### src/tspp_pkg.sv
package tspp_pkg;

    localparam int PmtEntries  = 16;
    localparam int PmtIdxW     = $clog2(PmtEntries);
    localparam int PacketBytes = 188;
    localparam logic [7:0] SyncValue = 8'h47;

    localparam logic [1:0] KindHeader  = 2'd0;
    localparam logic [1:0] KindPcr     = 2'd1;
    localparam logic [1:0] KindPayload = 2'd2;
    localparam logic [1:0] KindSyncErr = 2'd3;

    typedef struct packed {
        logic [1:0]  kind;
        logic [12:0] pid;
        logic        unit_start;
        logic        transport_error;
        logic [1:0]  scrambling;
        logic [1:0]  field_control;
        logic [3:0]  continuity;
        logic [32:0] clock_base;
        logic [8:0]  clock_extension;
        logic [7:0]  payload_byte;
        logic [31:0] packet_index;
    } t_result;

endpackage

### src/ts_packet_parser_top.sv
// Channel | Direction | Handshake            | Payload
// input   | in        | i_valid / o_ready    | i_stream_byte
// result  | out       | o_valid / i_ready    | o_kind .. o_packet_index
// config  | in        | i_cfg_we             | i_cfg_data (report_pcr)
// One stream byte per cycle while the output buffer has room: each byte updates
// the parse state in the cycle it is accepted and its result, if any, is registered
// into a two-entry output buffer. Reset clears all control state and
// the PMT table valid bits. When the output buffer holds two results the input
// stalls until one is taken.
module ts_packet_parser_top (
    input  logic        i_clk,
    input  logic        i_rst_n,
    input  logic        i_cfg_we,
    input  logic        i_cfg_data,
    input  logic        i_valid,
    output logic        o_ready,
    input  logic [7:0]  i_stream_byte,
    output logic        o_valid,
    input  logic        i_ready,
    output logic [1:0]  o_kind,
    output logic [12:0] o_pid,
    output logic        o_unit_start,
    output logic        o_transport_error,
    output logic [1:0]  o_scrambling,
    output logic [1:0]  o_field_control,
    output logic [3:0]  o_continuity,
    output logic [32:0] o_clock_base,
    output logic [8:0]  o_clock_extension,
    output logic [7:0]  o_payload_byte,
    output logic [31:0] o_packet_index
);

    logic        r_report_pcr;
    logic [7:0]  r_pos,   n_pos;
    logic [23:0] r_hdr,   n_hdr;
    logic [7:0]  r_alen,  n_alen;
    logic [7:0]  r_aflg,  n_aflg;
    logic [47:0] r_clk,   n_clk;
    logic [11:0] r_left,  n_left;
    logic [31:0] r_eshf,  n_eshf;
    logic [7:0]  r_eidx,  n_eidx;
    logic [31:0] r_pcnt,  n_pcnt;

    tspp_pkg::t_result r_buf [2];
    logic [1:0]        r_cnt;
    logic              r_rd;
    tspp_pkg::t_result w_res;
    logic              w_emit;
    logic              w_acc, w_pop;
    logic              w_pmt_wr, w_pmt_hit;

    assign o_ready = (r_cnt != 2'd2);
    assign w_acc   = i_valid && o_ready;
    assign o_valid = (r_cnt != 2'd0);
    assign w_pop   = o_valid && i_ready;

    tspp_pmt_match u_pmt (
        .i_clk    (i_clk),
        .i_rst_n  (i_rst_n),
        .i_wr     (w_pmt_wr),
        .i_wr_idx (r_eidx[tspp_pkg::PmtIdxW-1:0]),
        .i_wr_pid (n_eshf[12:0]),
        .i_pid    (r_hdr[20:8]),
        .o_hit    (w_pmt_hit)
    );

    // parse one byte
    always_comb begin
        logic [1:0]  afc;
        logic [8:0]  pstart;
        logic [8:0]  off;
        logic [11:0] len;
        logic [11:0] dec;
        afc = r_hdr[5:4];
        n_pos = r_pos; n_hdr = r_hdr; n_alen = r_alen; n_aflg = r_aflg;
        n_clk = r_clk; n_left = r_left; n_eshf = r_eshf; n_eidx = r_eidx;
        n_pcnt = r_pcnt;
        w_emit = 1'b0;
        w_pmt_wr = 1'b0;
        w_res = '0;
        w_res.packet_index = r_pcnt;
        pstart = afc[1] ? (9'd5 + {1'b0, r_alen}) : 9'd4;
        off = {1'b0, r_pos} - pstart;
        len = '0;
        dec = r_left - 12'd1;
        if (r_pos == 8'd0 || r_pos >= 8'(tspp_pkg::PacketBytes)) begin
            if (i_stream_byte == tspp_pkg::SyncValue) begin
                n_pcnt = r_pcnt + 32'd1;
                n_hdr = '0; n_alen = '0; n_aflg = '0; n_left = '0;
                n_eshf = '0; n_eidx = '0; n_pos = 8'd1;
            end else if (r_pos != 8'd0) begin
                n_pos = 8'd0;
                w_emit = 1'b1;
                w_res.kind = tspp_pkg::KindSyncErr;
                w_res.payload_byte = i_stream_byte;
            end
        end else if (r_pos <= 8'd3) begin
            n_hdr = {r_hdr[15:0], i_stream_byte};
            n_pos = r_pos + 8'd1;
            if (r_pos == 8'd3) begin
                w_emit = 1'b1;
                w_res.kind = tspp_pkg::KindHeader;
                w_res.pid = n_hdr[20:8];
                w_res.unit_start = n_hdr[22];
                w_res.transport_error = n_hdr[23];
                w_res.scrambling = n_hdr[7:6];
                w_res.field_control = n_hdr[5:4];
                w_res.continuity = n_hdr[3:0];
            end
        end else begin
            n_pos = r_pos + 8'd1;
            w_res.pid = r_hdr[20:8];
            w_res.unit_start = r_hdr[22];
            w_res.transport_error = r_hdr[23];
            w_res.scrambling = r_hdr[7:6];
            w_res.field_control = r_hdr[5:4];
            w_res.continuity = r_hdr[3:0];
            // adaptation field
            if (afc[1]) begin
                if (r_pos == 8'd4) begin
                    n_alen = i_stream_byte;
                end else if ({1'b0, r_pos} <= 9'd4 + {1'b0, r_alen}) begin
                    if (r_pos == 8'd5) begin
                        n_aflg = i_stream_byte;
                    end else if (r_aflg[4] && r_pos <= 8'd11) begin
                        n_clk = {r_clk[39:0], i_stream_byte};
                        if (r_pos == 8'd11 && r_report_pcr) begin
                            w_emit = 1'b1;
                            w_res.kind = tspp_pkg::KindPcr;
                            w_res.clock_base = n_clk[47:15];
                            w_res.clock_extension = n_clk[8:0];
                        end
                    end
                end
            end
            // payload
            if (afc[0] && {1'b0, r_pos} >= pstart) begin
                if (r_hdr[20:8] == 13'd0) begin
                    if (off == 9'd2) begin
                        n_eshf = {24'd0, i_stream_byte};
                    end else if (off == 9'd3) begin
                        len = {r_eshf[3:0], i_stream_byte};
                        n_left = (len >= 12'd9) ? {len - 12'd9} & 12'hFFC : 12'd0;
                    end else if (off >= 9'd9 && r_left != 12'd0) begin
                        n_eshf = {r_eshf[23:0], i_stream_byte};
                        n_left = dec;
                        if (dec[1:0] == 2'b00) begin
                            w_pmt_wr = (n_eshf[31:16] != 16'd0) &&
                                (r_eidx < 8'(tspp_pkg::PmtEntries));
                            if (r_eidx != 8'd255) begin
                                n_eidx = r_eidx + 8'd1;
                            end
                        end
                    end
                end else if (!w_pmt_hit) begin
                    w_emit = 1'b1;
                    w_res.kind = tspp_pkg::KindPayload;
                    w_res.payload_byte = i_stream_byte;
                end
            end
        end
        if (!w_acc) begin
            w_pmt_wr = 1'b0;
        end
    end

    // advance parse state and output buffer
    always_ff @(posedge i_clk) begin
        if (!i_rst_n) begin
            r_report_pcr <= 1'b0;
            r_pos <= '0; r_hdr <= '0; r_alen <= '0; r_aflg <= '0;
            r_clk <= '0; r_left <= '0; r_eshf <= '0; r_eidx <= '0;
            r_pcnt <= '0; r_cnt <= '0; r_rd <= 1'b0;
        end else begin
            if (i_cfg_we) begin
                r_report_pcr <= i_cfg_data;
            end
            if (w_acc) begin
                r_pos <= n_pos; r_hdr <= n_hdr; r_alen <= n_alen; r_aflg <= n_aflg;
                r_clk <= n_clk; r_left <= n_left; r_eshf <= n_eshf;
                r_eidx <= n_eidx; r_pcnt <= n_pcnt;
            end
            r_cnt <= r_cnt + {1'b0, w_acc && w_emit} - {1'b0, w_pop};
            if (w_pop) begin
                r_rd <= ~r_rd;
            end
        end
    end

    // write results into the buffer slot after the occupied ones
    always_ff @(posedge i_clk) begin
        if (w_acc && w_emit) begin
            r_buf[r_rd ^ (r_cnt != 2'd0)] <= w_res;
        end
    end

    assign o_kind            = r_buf[r_rd].kind;
    assign o_pid             = r_buf[r_rd].pid;
    assign o_unit_start      = r_buf[r_rd].unit_start;
    assign o_transport_error = r_buf[r_rd].transport_error;
    assign o_scrambling      = r_buf[r_rd].scrambling;
    assign o_field_control   = r_buf[r_rd].field_control;
    assign o_continuity      = r_buf[r_rd].continuity;
    assign o_clock_base      = r_buf[r_rd].clock_base;
    assign o_clock_extension = r_buf[r_rd].clock_extension;
    assign o_payload_byte    = r_buf[r_rd].payload_byte;
    assign o_packet_index    = r_buf[r_rd].packet_index;

    // buffer never overflows
    assert property (@(posedge i_clk) disable iff (!i_rst_n) r_cnt != 2'd3)
        else $error("result buffer overflow");
    // a sync error always leaves the block hunting
    assert property (@(posedge i_clk) disable iff (!i_rst_n)
        (w_acc && w_emit && w_res.kind == tspp_pkg::KindSyncErr) |=> r_pos == 8'd0)
        else $error("no hunt after sync error");
    // position stays within a packet
    assert property (@(posedge i_clk) disable iff (!i_rst_n)
        r_pos <= 8'(tspp_pkg::PacketBytes))
        else $error("byte position out of range");

endmodule

### src/tspp_pmt_match.sv
module tspp_pmt_match (
    input  logic                              i_clk,
    input  logic                              i_rst_n,
    input  logic                              i_wr,
    input  logic [tspp_pkg::PmtIdxW-1:0]      i_wr_idx,
    input  logic [12:0]                       i_wr_pid,
    input  logic [12:0]                       i_pid,
    output logic                              o_hit
);

    logic [12:0]                     r_table [tspp_pkg::PmtEntries];
    logic [tspp_pkg::PmtEntries-1:0] r_valid;
    logic [tspp_pkg::PmtEntries-1:0] w_hits;

    // store PMT PIDs, mark entries valid
    always_ff @(posedge i_clk) begin
        if (!i_rst_n) begin
            r_valid <= '0;
        end else if (i_wr) begin
            r_valid[i_wr_idx] <= 1'b1;
        end
        if (i_wr) begin
            r_table[i_wr_idx] <= i_wr_pid;
        end
    end

    // compare all entries in parallel
    always_comb begin
        for (int i = 0; i < tspp_pkg::PmtEntries; i++) begin
            w_hits[i] = r_valid[i] && (r_table[i] == i_pid);
        end
    end

    assign o_hit = |w_hits;

endmodule

### config.mk
export PLATFORM = sky130hd
export DESIGN_NAME = ts_packet_parser_top
export DESIGN_NICKNAME = d
export VERILOG_FILES = /design/src/tspp_pkg.sv /design/src/ts_packet_parser_top.sv /design/src/tspp_pmt_match.sv
export SDC_FILE = /design/constraint.sdc
export NUM_CORES = 1
export LEC_CHECK = 0
export BUFFER_PORTS_ARGS = -buffer_cell sky130_fd_sc_hd__buf_2
export CELL_PAD_IN_SITES_DETAIL_PLACEMENT = 1
export CELL_PAD_IN_SITES_GLOBAL_PLACEMENT = 1
export CORE_MARGIN = 1
export CORE_UTILIZATION = 28
export DETAILED_ROUTE_END_ITERATION = 8
export PLACE_DENSITY = 0.57
export SYNTH_ARGS = -nofsm -noshare
export SYNTH_HDL_FRONTEND = slang
export SYNTH_SLANG_ARGS = --single-unit
export TNS_END_PERCENT = 5
### constraint.sdc
create_clock -name i_clk -period 34.1 [get_ports i_clk]
set_clock_uncertainty 0.15 [all_clocks]
set_input_delay 5.115 -clock i_clk [delete_from_list [all_inputs] [get_ports i_clk]]
set_output_delay 5.115 -clock i_clk [all_outputs]
set_load 0.005 [all_outputs]
* Word level (Yosys, flattened, before mapping)
Memory sizes are Yosys's and may differ from the RTL's. A register that Yosys moved wholly into a read port is not among the register bits.
Cells that the tools add are included.
** Word-level totals
- Register bits after elaboration :: 181
- Memory bits (writable) :: 422
- Output and inout bits :: 109
- Memories :: 2
** Cells by class
- Add/sub/neg operators :: 10
- Magnitude comparators :: 10
- Eq/ne operators :: 32
- Muxes and demuxes :: 103
- Bitwise operators :: 7
- Reductions and logical operators :: 55
** Memory list
- r_buf :: depth 2, width 107, read ports 1, clocked after memory_dff 1, wr ports 1, line ts_packet_parser_top.sv:44 : tspp_pkg::t_result r_buf [2];
- u_pmt.r_table :: depth 16, width 13, read ports 16, clocked after memory_dff 0, wr ports 1, line tspp_pmt_match.sv:11 : logic [12:0] r_table [tspp_pkg::PmtEntries];
** Operators by type and width (number)
- $mux W24 :: 11
- $mux W42 :: 6
- $eq A13 B13 Y1 :: 16
- $mux W8 :: 23
- $mux W12 :: 9
- $mux W65 :: 1
- $mux W50 :: 1
- $mux W1 :: 36
- $add A32 B1 Y32 const B :: 1
- $mux W5 :: 6
- $logic_and A1 B1 Y1 :: 25
- $mux W25 :: 1
- $mux W23 :: 1
- $reduce_bool A2 Y1 :: 11
- $reduce_and A7 Y1 :: 3
- $add A3 B8 Y9 const A :: 2
- $eq A9 B2 Y1 const B :: 2
- $add A8 B1 Y8 const B :: 2
- $eq A8 B3 Y1 const B :: 2
- $or A16 B16 Y16 :: 1
- $reduce_bool A16 Y1 :: 1
- $reduce_or A16 Y1 :: 1
- $logic_not A13 Y1 :: 1
- $ge A12 B4 Y1 const B :: 1
- other kinds (38) :: 53

* Longest topological paths before layout
Gate-level depths: netlist of the first run.
- Word-level depth :: 16
- Depth in mapped cells :: 20
- Depth with buffers taken out :: 20

* Cells and area by module
A second synthesis of the first run with hierarchy kept.
** Unflattened totals
- Cell total of the unflattened synthesis :: 2014
- Area, all modules :: 26186.4 um^2
** Modules (own cells, without submodules)
- ts_packet_parser_top :: instances 1, cells an instance 1428, area each 16666.0 um^2
- tspp_pmt_match :: instances 1, cells an instance 586, area each 9520.4 um^2

* Least setup slack after synthesis of the first run
No wires, ideal clock.
- Path type :: input port to flip-flop
- Start :: input port i_stream_byte[3]
- End :: memory r_buf[1][0] (netlist bit) (enable)
- Library setup time :: 0.732 ns
- Data arrival time :: 14.024 ns
- Path slack :: 19.194 ns
- Stages on the path :: 7
- Buffers on the path :: 2
- Path through :: clkbuf_1 > and4b_1 > and4_1 > clkbuf_1 > a21oi_1 > nand2_1 > a211oi_1
** On the way
- Cells in the longest elaborated chain, start to end :: 6
** Ends and longest elaborated chain
- from (decl) :: line ts_packet_parser_top.sv:17 : input logic [7:0] i_stream_byte,
- $eq A8 B7 Y1 :: line ts_packet_parser_top.sv:87 : if (i_stream_byte == tspp_pkg::SyncValue) begin
- $mux W1 :: line ts_packet_parser_top.sv:87
- $mux W1 :: line ts_packet_parser_top.sv:86 : if (r_pos == 8'd0 || r_pos >= 8'(tspp_pkg::PacketBytes)) begin
- $logic_and A1 B1 Y1 :: line ts_packet_parser_top.sv:192 : if (w_acc && w_emit) begin
- $mux W1 :: line ts_packet_parser_top.sv:192
- $mux W1 (implied by the code) :: line ts_packet_parser_top.sv:193 : r_buf[r_rd ^ (r_cnt != 2'd0)] <= w_res;
- to (decl) :: line ts_packet_parser_top.sv:44
Every way passes these cells.

==> results of run 1 <==
[synthesized netlist by cell type, types with 3 or more instances]
| master | number |
|---|---|
| nor2b_1 | 5 |
| nor3_1 | 19 |
| and3_1 | 17 |
| a21oi_1 | 126 |
| xnor2_1 | 219 |
| xor2_1 | 39 |
| a211oi_1 | 7 |
| or3_1 | 25 |
| or2_2 | 3 |
| buf_1 | 22 |
| o21a_1 | 14 |
| a31oi_1 | 7 |
| nand3_1 | 64 |
| inv_1 | 37 |
| nor4_2 | 3 |
| edfxtp_1 | 422 |
| o21ai_0 | 41 |
| o31ai_1 | 4 |
| a221o_1 | 3 |
| clkbuf_1 | 90 |
| nand2b_1 | 4 |
| and3b_1 | 4 |
| nor4_1 | 33 |
| nand4_1 | 69 |
| nor3b_1 | 3 |
| a21o_1 | 3 |
| nor2_1 | 96 |
| o221a_2 | 6 |
| and2_1 | 44 |
| dfxtp_1 | 177 |
| mux2i_1 | 7 |
| a22o_1 | 37 |
| or4_1 | 8 |
| mux2_2 | 107 |
| ha_1 | 31 |
| buf_6 | 3 |
| a311oi_1 | 4 |
| nand2_1 | 231 |
[worst max-delay path, stage by stage (launching register included)]
cell and delay, ns:
dfxtp_4 0.62, buf_4 0.88, mux2_2 0.46, buf_2 0.14
[power groups by stage]
stage                     sequential [mW]  clock [mW]  combinational, mW
after floorplan                     0.787           0             0.0509
after global placement              0.793           0             0.0714
after detailed placement            0.794           0             0.0724
after CTS                           0.778       0.744             0.0729
after global routing                0.778       0.771             0.0763
final                               0.778       0.724             0.0711
[cell families (layout without fill, tap and decap cells)]
logic type | after synthesis | count (layout)
buffers and inverters | 155 | 309
adders and majority gates | 32 | 32
other | 0 | 1
xor gates and xnor gates | 258 | 258
and+or+nand+nor | 641 | 641
muxes | 114 | 114
AOI/OAI and AO/OA | 277 | 277
DFF | 599 | 599
[flip-flops by register name, indices dropped and copies added, names as in the netlist, named ones only]
name	count
r_buf	214
u_pmt.r_table	208
r_clk	40
r_pcnt	32
r_eshf	24
r_hdr	23
u_pmt.r_valid	16
r_left	12
r_alen	8
r_eidx	8
r_pos	8
r_cnt	2
r_aflg	1
r_rd	1
r_report_pcr	1
[through the flow]
step	cell area [µm²]	power [mW]	util, %	hold slack [ns]
after floorplan	25700	0.838	-	0.275
after global placement	27600	0.865	30.5	0.289
after detailed placement	27600	0.866	30.5	0.292
after CTS	29800	1.59	32.9	0.301
after global routing	29800	1.63	32.9	0.316
final	29800	1.57	32.9	0.299
[worst paths after layout]
kind,start,cells after the start,endpoint
min reg2reg,r_clk[33],2,r_clk[33]
max reg2reg,r_alen[2],15,u_pmt.r_table[6][10]
min,r_clk[33],2,r_clk[33]
max,register,3,o_pid[4]
[per-layer routing]
layer  vias to the layer above  wire (µm)
met5                         -         59
met4                         8       1450
met3                       102       3150
met2                       320      35700
met1                      8435      32200
li1                       7711          -
[final cells by class]
type                            instances  area [µm²]  share of cell area [%]
Multi-Input combinational cell       1322        8990                    30.1
Clock buffer                           95        1850                    6.21
Sequential cell                       599       16200                    54.4
Inverter                               38         145                   0.486
Clock inverter                         28         339                    1.14
Tap cell                             1176        1470                    4.93
Timing Repair Buffer                  148         806                    2.70
Antenna cell                            1        2.50                 0.00839
==> results_tabular.tex, run 1 <==
\begin{tabular}{lr}
\hline
Metric & Value \\
\hline
\multicolumn{2}{l}{\textbf{Routing}} \\
\quad Drt first-iter violations & 979 \\
\quad Drt drc & 0 \\
\quad Final routed wire length divided by cell count & 21.3 µm \\
\quad Total number of vias & 16600 \\
\quad Sum of routed wire length over all layers & 72500 µm \\
\quad Antenna Nets Post-Route & 0 \\
\quad Pre-Repair DR Iteration Count & 5 \\
\quad Number of vias per cell after detailed routing & 4.87 \\
\multicolumn{2}{l}{\textbf{Logic synthesis}} \\
\quad Proportion of synthesized flip-flops having asynchronous set or reset & 0\% \\
\quad Post-synthesis share of cell area spent on and, or, nand and nor gates & 12.3\% \\
\quad Synthesis warning total & 0 \\
\quad Gate count of the mapped netlist & 2076 \\
\quad Top cells by area, synth & edfxtp\_1 (49\%), dfxtp\_1 (14\%), xnor2\_1 (7.5\%), mux2\_2 (4.7\%), nand2\_1 (3.4\%) \\
\quad Seq/Total Area, Yosys & 63.0\% \\
\quad Synthesized area divided by synthesized cell count & 12.4 µm² \\
\quad Cell accounting for the most synthesized area & edfxtp\_1 \\
\quad Library cells used by synthesis & 70 \\
\quad Adder and majority cell fraction of the synthesized area & 1.59\% \\
\quad Mux contribution to synthesized area & 4.96\% \\
\quad Most frequently used flop master after synthesis & edfxtp\_1 \\
\quad Top cell type's share of synthesized area & 49.3\% \\
\quad Post-synthesis compound-gate area fraction & 6.96\% \\
\quad Largest family of logic cells by synthesized area & simple AND/OR/NAND/NOR gates \\
\quad Post-synth EDFFs & 422 \\
\quad Area share of xor/xnor cells in the synthesized design & 8.78\% \\
\quad Synthesized net count & 2122 \\
\quad Post-synthesis instance area & 25700 µm² \\
\quad Number of storage elements in the synthesis netlist & 599 \\
\multicolumn{2}{l}{\textbf{Power and ir drop}} \\
\quad Sw Share & 22.2\% \\
\quad Pwr/cell area & 52.7 nW/µm² \\
\quad Static leakage & 10.2 nW \\
\quad VDD IR max & 0.0000346 V \\
\quad Switching pwr & 0.350 mW \\
\quad Clk pwr share & 46.0\% \\
\quad Combinational group share of total power & 4.5\% \\
\quad Internal portion of total power & 1.22 mW \\
\quad Proportion of power drawn by flip-flops and latches & 49.5\% \\
\multicolumn{2}{l}{\textbf{Global route}} \\
\quad Met3 track utilization from global routing & 2.79\% \\
\quad Met2 capacity usage during global routing & 26.5\% \\
\quad Total congestion overflow after global routing & 0 \\
\quad Overall Global Routing Usage & 15.5\% \\
\quad Gr busiest metal & met2 \\
\quad Vias in the first global route & 17400 \\
\quad Met1 capacity usage during global routing & 19.9\% \\
\quad Maximum number of pins on one net before global-route repair & 79 \\
\quad Wire length of the first global-routing pass & 110000 µm \\
\quad Number of antenna violations at the first check in global routing & 5 \\
\multicolumn{2}{l}{\textbf{CTS}} \\
\quad Post-CTS resize count & 0 \\
\quad Clock sinks & 599 \\
\quad Maximum buffer depth of the clock tree & 3 \\
\quad Number of CTS-inserted buffers & 67 \\
\quad Worst-Skew Late Latency & 0.62 ns \\
\quad Clock tree from TritonCTS & built \\
\quad Root buffer cell & clkbuf\_16 \\
\quad Clock-pin transition on the worst setup and hold timing paths & 0.06 ns \\
\quad Number of hold buffers added after CTS & 0 \\
\quad Setup bufs post-CTS & 0 \\
\quad H-tree levels & 3 \\
\multicolumn{2}{l}{\textbf{Die}} \\
\quad Area inside the core boundary & 90600 µm² \\
\quad Chip width & 305 µm \\
\quad Starting density of the core & 28.4\% \\
\quad I/O pin total & 123 \\
\quad Die Footprint & 93100 µm² \\
\quad Row count & 110 \\
\quad Height of the die & 305 µm \\
\multicolumn{2}{l}{\textbf{Cells and area}} \\
\quad Fraction of layout instances using a drive strength above 1 & 17.9\% \\
\quad Final instance count without filler cells & 3407 \\
\quad Total number of nets in the final design & 2222 \\
\quad Number of fill cells in the layout & 9776 \\
\quad Signed area change from the synthesized netlist to the final layout & 16.0\% \\
\quad Most common cell after layout, fill and taps aside & edfxtp\_1 \\
\quad Most used cells in the layout excluding fill and tap cells & edfxtp\_1 (422), nand2\_1 (231), xnor2\_1 (219) \\
\multicolumn{2}{l}{\textbf{Placement}} \\
\quad Placed Cells & 3283 \\
\quad Weighted congestion reported at the end of routability-driven placement & 0.819 \\
\quad Post-placement setup slack & 25.58 ns \\
\quad Dpl hpwl & 46100 µm \\
\quad Port buffer count & 122 \\
\multicolumn{2}{l}{\textbf{Min path}} \\
\quad Classification of the worst-slack hold path & reg -> reg \\
\multicolumn{2}{l}{\textbf{Timing}} \\
\quad Tightest Pin Transition & 1.27 ns \\
\quad Final Hold Vio Count & 0 \\
\quad Relative max-transition margin & 15.3\% \\
\quad Post-layout min period & 8.06 ns \\
\quad Max-slew violation total from the final report & 0 \\
\quad Final critical-path share of the clock period & 23.6\% \\
\quad Post-layout worst setup margin & 26.04 ns \\
\quad Total negative setup slack & 0 ns \\
\quad RSZ-0062 raised after global routing & no \\
\quad \# setup viols final & 0 \\
\quad Maximum clock frequency & 0.124 GHz \\
\multicolumn{2}{l}{\textbf{Critical path}} \\
\quad CP Max Fanout & 78 \\
\quad Category of the worst setup path capture point & primary output \\
\quad CP Data Arrival Time & 2.80 ns \\
\quad Category of the most critical setup path & reg -> out \\
\quad Slack of the worst reg-to-reg path & 28.29 ns \\
\quad Critical Path Start Type & register \\
\quad Required time worst endpoint & 28.83 ns \\
\multicolumn{2}{l}{\textbf{Run}} \\
\quad Max\_cap viols & 0 \\
\multicolumn{2}{l}{\textbf{Run status}} \\
\quad Result of the run & finished clean \\
\hline
\end{tabular}
(Power assumes the default switching activity.)
==> run 2, diff against run 1 <==
==> constraint.sdc (replaced) <==
create_clock -name i_clk -period 8.4 [get_ports i_clk]
set_clock_uncertainty 0.15 [all_clocks]
set_input_delay 1.26 -clock i_clk [delete_from_list [all_inputs] [get_ports i_clk]]
set_output_delay 1.26 -clock i_clk [all_outputs]
set_load 0.005 [all_outputs]
==> results_tabular.tex, run 2 (synthesis results as in run 1) <==
\begin{tabular}{lr}
\hline
Metric & Value \\
\hline
\multicolumn{2}{l}{\textbf{Run status}} \\
\quad Result of the run & finished clean \\
\multicolumn{2}{l}{\textbf{Die}} \\
\quad Area inside the core boundary & 90600 µm² \\
\quad Die Footprint & 93100 µm² \\
\quad I/O pin total & 123 \\
\quad Starting density of the core & 28.4\% \\
\quad Row count & 110 \\
\quad Chip width & 305 µm \\
\quad Height of the die & 305 µm \\
\multicolumn{2}{l}{\textbf{Power and ir drop}} \\
\quad Internal portion of total power & 4.95 mW \\
\quad Pwr/cell area & 213 nW/µm² \\
\quad Combinational group share of total power & 4.7\% \\
\quad Clk pwr share & 45.7\% \\
\quad Static leakage & 10.3 nW \\
\quad Sw Share & 22.3\% \\
\quad Switching pwr & 1.42 mW \\
\quad Proportion of power drawn by flip-flops and latches & 49.6\% \\
\quad VDD IR max & 0.000151 V \\
\multicolumn{2}{l}{\textbf{CTS}} \\
\quad Clock sinks & 599 \\
\quad Number of hold buffers added after CTS & 0 \\
\quad Worst-Skew Late Latency & 0.63 ns \\
\quad Clock tree from TritonCTS & built \\
\quad H-tree levels & 3 \\
\quad Setup bufs post-CTS & 0 \\
\quad Maximum buffer depth of the clock tree & 3 \\
\quad Number of CTS-inserted buffers & 67 \\
\quad Clock-pin transition on the worst setup and hold timing paths & 0.06 ns \\
\quad Post-CTS resize count & 0 \\
\quad Root buffer cell & clkbuf\_16 \\
\multicolumn{2}{l}{\textbf{Routing}} \\
\quad Number of vias per cell after detailed routing & 4.91 \\
\quad Antenna Nets Post-Route & 0 \\
\quad Sum of routed wire length over all layers & 76700 µm \\
\quad Final routed wire length divided by cell count & 22.4 µm \\
\quad Drt first-iter violations & 873 \\
\quad Total number of vias & 16800 \\
\quad Pre-Repair DR Iteration Count & 5 \\
\quad Drt drc & 0 \\
\multicolumn{2}{l}{\textbf{Timing}} \\
\quad Relative max-transition margin & 7.13\% \\
\quad Tightest Pin Transition & 1.39 ns \\
\quad Total negative setup slack & 0 ns \\
\quad Max-slew violation total from the final report & 0 \\
\quad Maximum clock frequency & 0.177 GHz \\
\quad Post-layout min period & 5.64 ns \\
\quad Post-layout worst setup margin & 2.76 ns \\
\quad Final critical-path share of the clock period & 67.2\% \\
\quad \# setup viols final & 0 \\
\quad RSZ-0062 raised after global routing & no \\
\quad Final Hold Vio Count & 0 \\
\multicolumn{2}{l}{\textbf{Critical path}} \\
\quad Critical Path Slowest Stage Cell & a22o\_1 \\
\quad Worst setup path startpoint & r\_hdr[5] \\
\quad Destination of the critical timing path & u\_pmt.r\_table[2][10] \\
\quad Origin of the critical flop-to-flop path & r\_hdr[5] \\
\quad Cell chain of the critical path & nor2b\_1, ha\_1, inv\_1, fa\_1, a211oi\_1, nor3\_1, o31a\_1, a2111oi\_2, a31o\_2, a211oi\_2, buf\_4, a21oi\_1, a22o\_1 \\
\quad Maximum single-stage delay on the critical path & 0.90 ns \\
\quad CP Data Arrival Time & 5.77 ns \\
\quad Critical Path Start Type & register \\
\quad Reg-to-reg endpoint & u\_pmt.r\_table[2][10] \\
\quad CP Max Fanout & 18 \\
\quad Required time worst endpoint & 8.53 ns \\
\quad Category of the most critical setup path & reg -> reg \\
\quad Slack of the worst reg-to-reg path & 2.76 ns \\
\quad Category of the worst setup path capture point & register \\
\quad Reg2Reg Depth & 13 \\
\multicolumn{2}{l}{\textbf{Placement}} \\
\quad Weighted congestion reported at the end of routability-driven placement & 0.832 \\
\quad Dpl hpwl & 50200 µm \\
\quad Port buffer count & 122 \\
\quad Post-placement setup slack & 2.75 ns \\
\multicolumn{2}{l}{\textbf{Cells and area}} \\
\quad Signed area change from the synthesized netlist to the final layout & 16.4\% \\
\quad Total number of nets in the final design & 2231 \\
\quad Antenna Diode Count & 0 \\
\quad Largest register by flop count & r\_buf \\
\quad Max FFs per register & 214 \\
\quad Most used cells in the layout excluding fill and tap cells & edfxtp\_1 (422), nand2\_1 (231), xnor2\_1 (219) \\
\quad Largest registers & r\_buf x214, u\_pmt.r\_table x208, r\_clk x40 \\
\quad Fraction of layout instances using a drive strength above 1 & 17.9\% \\
\quad Most common cell after layout, fill and taps aside & edfxtp\_1 \\
\multicolumn{2}{l}{\textbf{Min path}} \\
\quad Classification of the worst-slack hold path & reg -> reg \\
\quad WHS Path Cells & 2 \\
\multicolumn{2}{l}{\textbf{Global route}} \\
\quad Number of antenna violations at the first check in global routing & 1 \\
\quad Overall Global Routing Usage & 16.4\% \\
\quad Wire length of the first global-routing pass & 115000 µm \\
\quad Total congestion overflow after global routing & 0 \\
\quad Vias in the first global route & 17500 \\
\quad Maximum number of pins on one net before global-route repair & 108 \\
\multicolumn{2}{l}{\textbf{Run}} \\
\quad Max\_cap viols & 0 \\
\hline
\end{tabular}
run 2: worst min path at each step:
stage                     slack [ns]              from                to
after CTS                       0.30         r_clk[39]         r_clk[39]
after global placement          0.29         r_clk[39]         r_clk[39]
after floorplan                 0.27  u_pmt.r_valid[4]  u_pmt.r_valid[4]
after global routing            0.33         r_clk[39]         r_clk[39]
after detailed placement        0.29         r_clk[39]         r_clk[39]
final                           0.30         r_clk[39]         r_clk[39]
run 2: through the flow:
step	area [µm²]	cells	utilization [%]	hold slack [ns]	power [mW]
after floorplan	25700	2076	-	0.275	3.40
final	29900	3415	33.1	0.300	6.37
after CTS	29900	3415	33.1	0.303	6.45
after detailed placement	27700	3292	30.6	0.294	3.53
after global placement	27700	3289	30.5	0.287	3.52
after global routing	29900	3415	33.1	0.328	6.57
run 2: area by class of cell:
cell class                 count  area (µm²)
clock buffer                 102        1970
clock inverter                21         239
fill                        9722       60600
inverter                      38         145
multi-input combinational   1322        8990
sequential                   599       16200
tap                         1176        1470
timing repair buffer         157         905
run 2: routing by layer:
| layer | routed length, µm | part of all wire, % | track usage (%) |
|---|---|---|---|
| met1 | 34500 | 45 | 21.5 |
| met2 | 37600 | 49 | 28.1 |
| met3 | 3290 | 4.3 | 2.63 |
| met4 | 1340 | 1.7 | 4.08 |
| met5 | 0 | 0 | 0 |
run 2: worst max-delay path: cells and delay by family, from the launching register on:
kind / cells / cell delay (ns)
adders and majority gates: 2 / 0.59
buffers and inverters: 2 / 0.30
and+or+nand+nor: 2 / 0.38
DFF: 1 / 0.72
AOI/OAI and AO/OA: 7 / 3.14
run 2: power by group through the flow:
stage	Combinational [mW]	Sequential, mW	Clock (mW)
floorplan	0.208	3.20	0
global placement	0.302	3.22	0
detailed placement	0.306	3.22	0
CTS	0.307	3.16	2.99
global route	0.322	3.16	3.09
finish	0.298	3.16	2.91
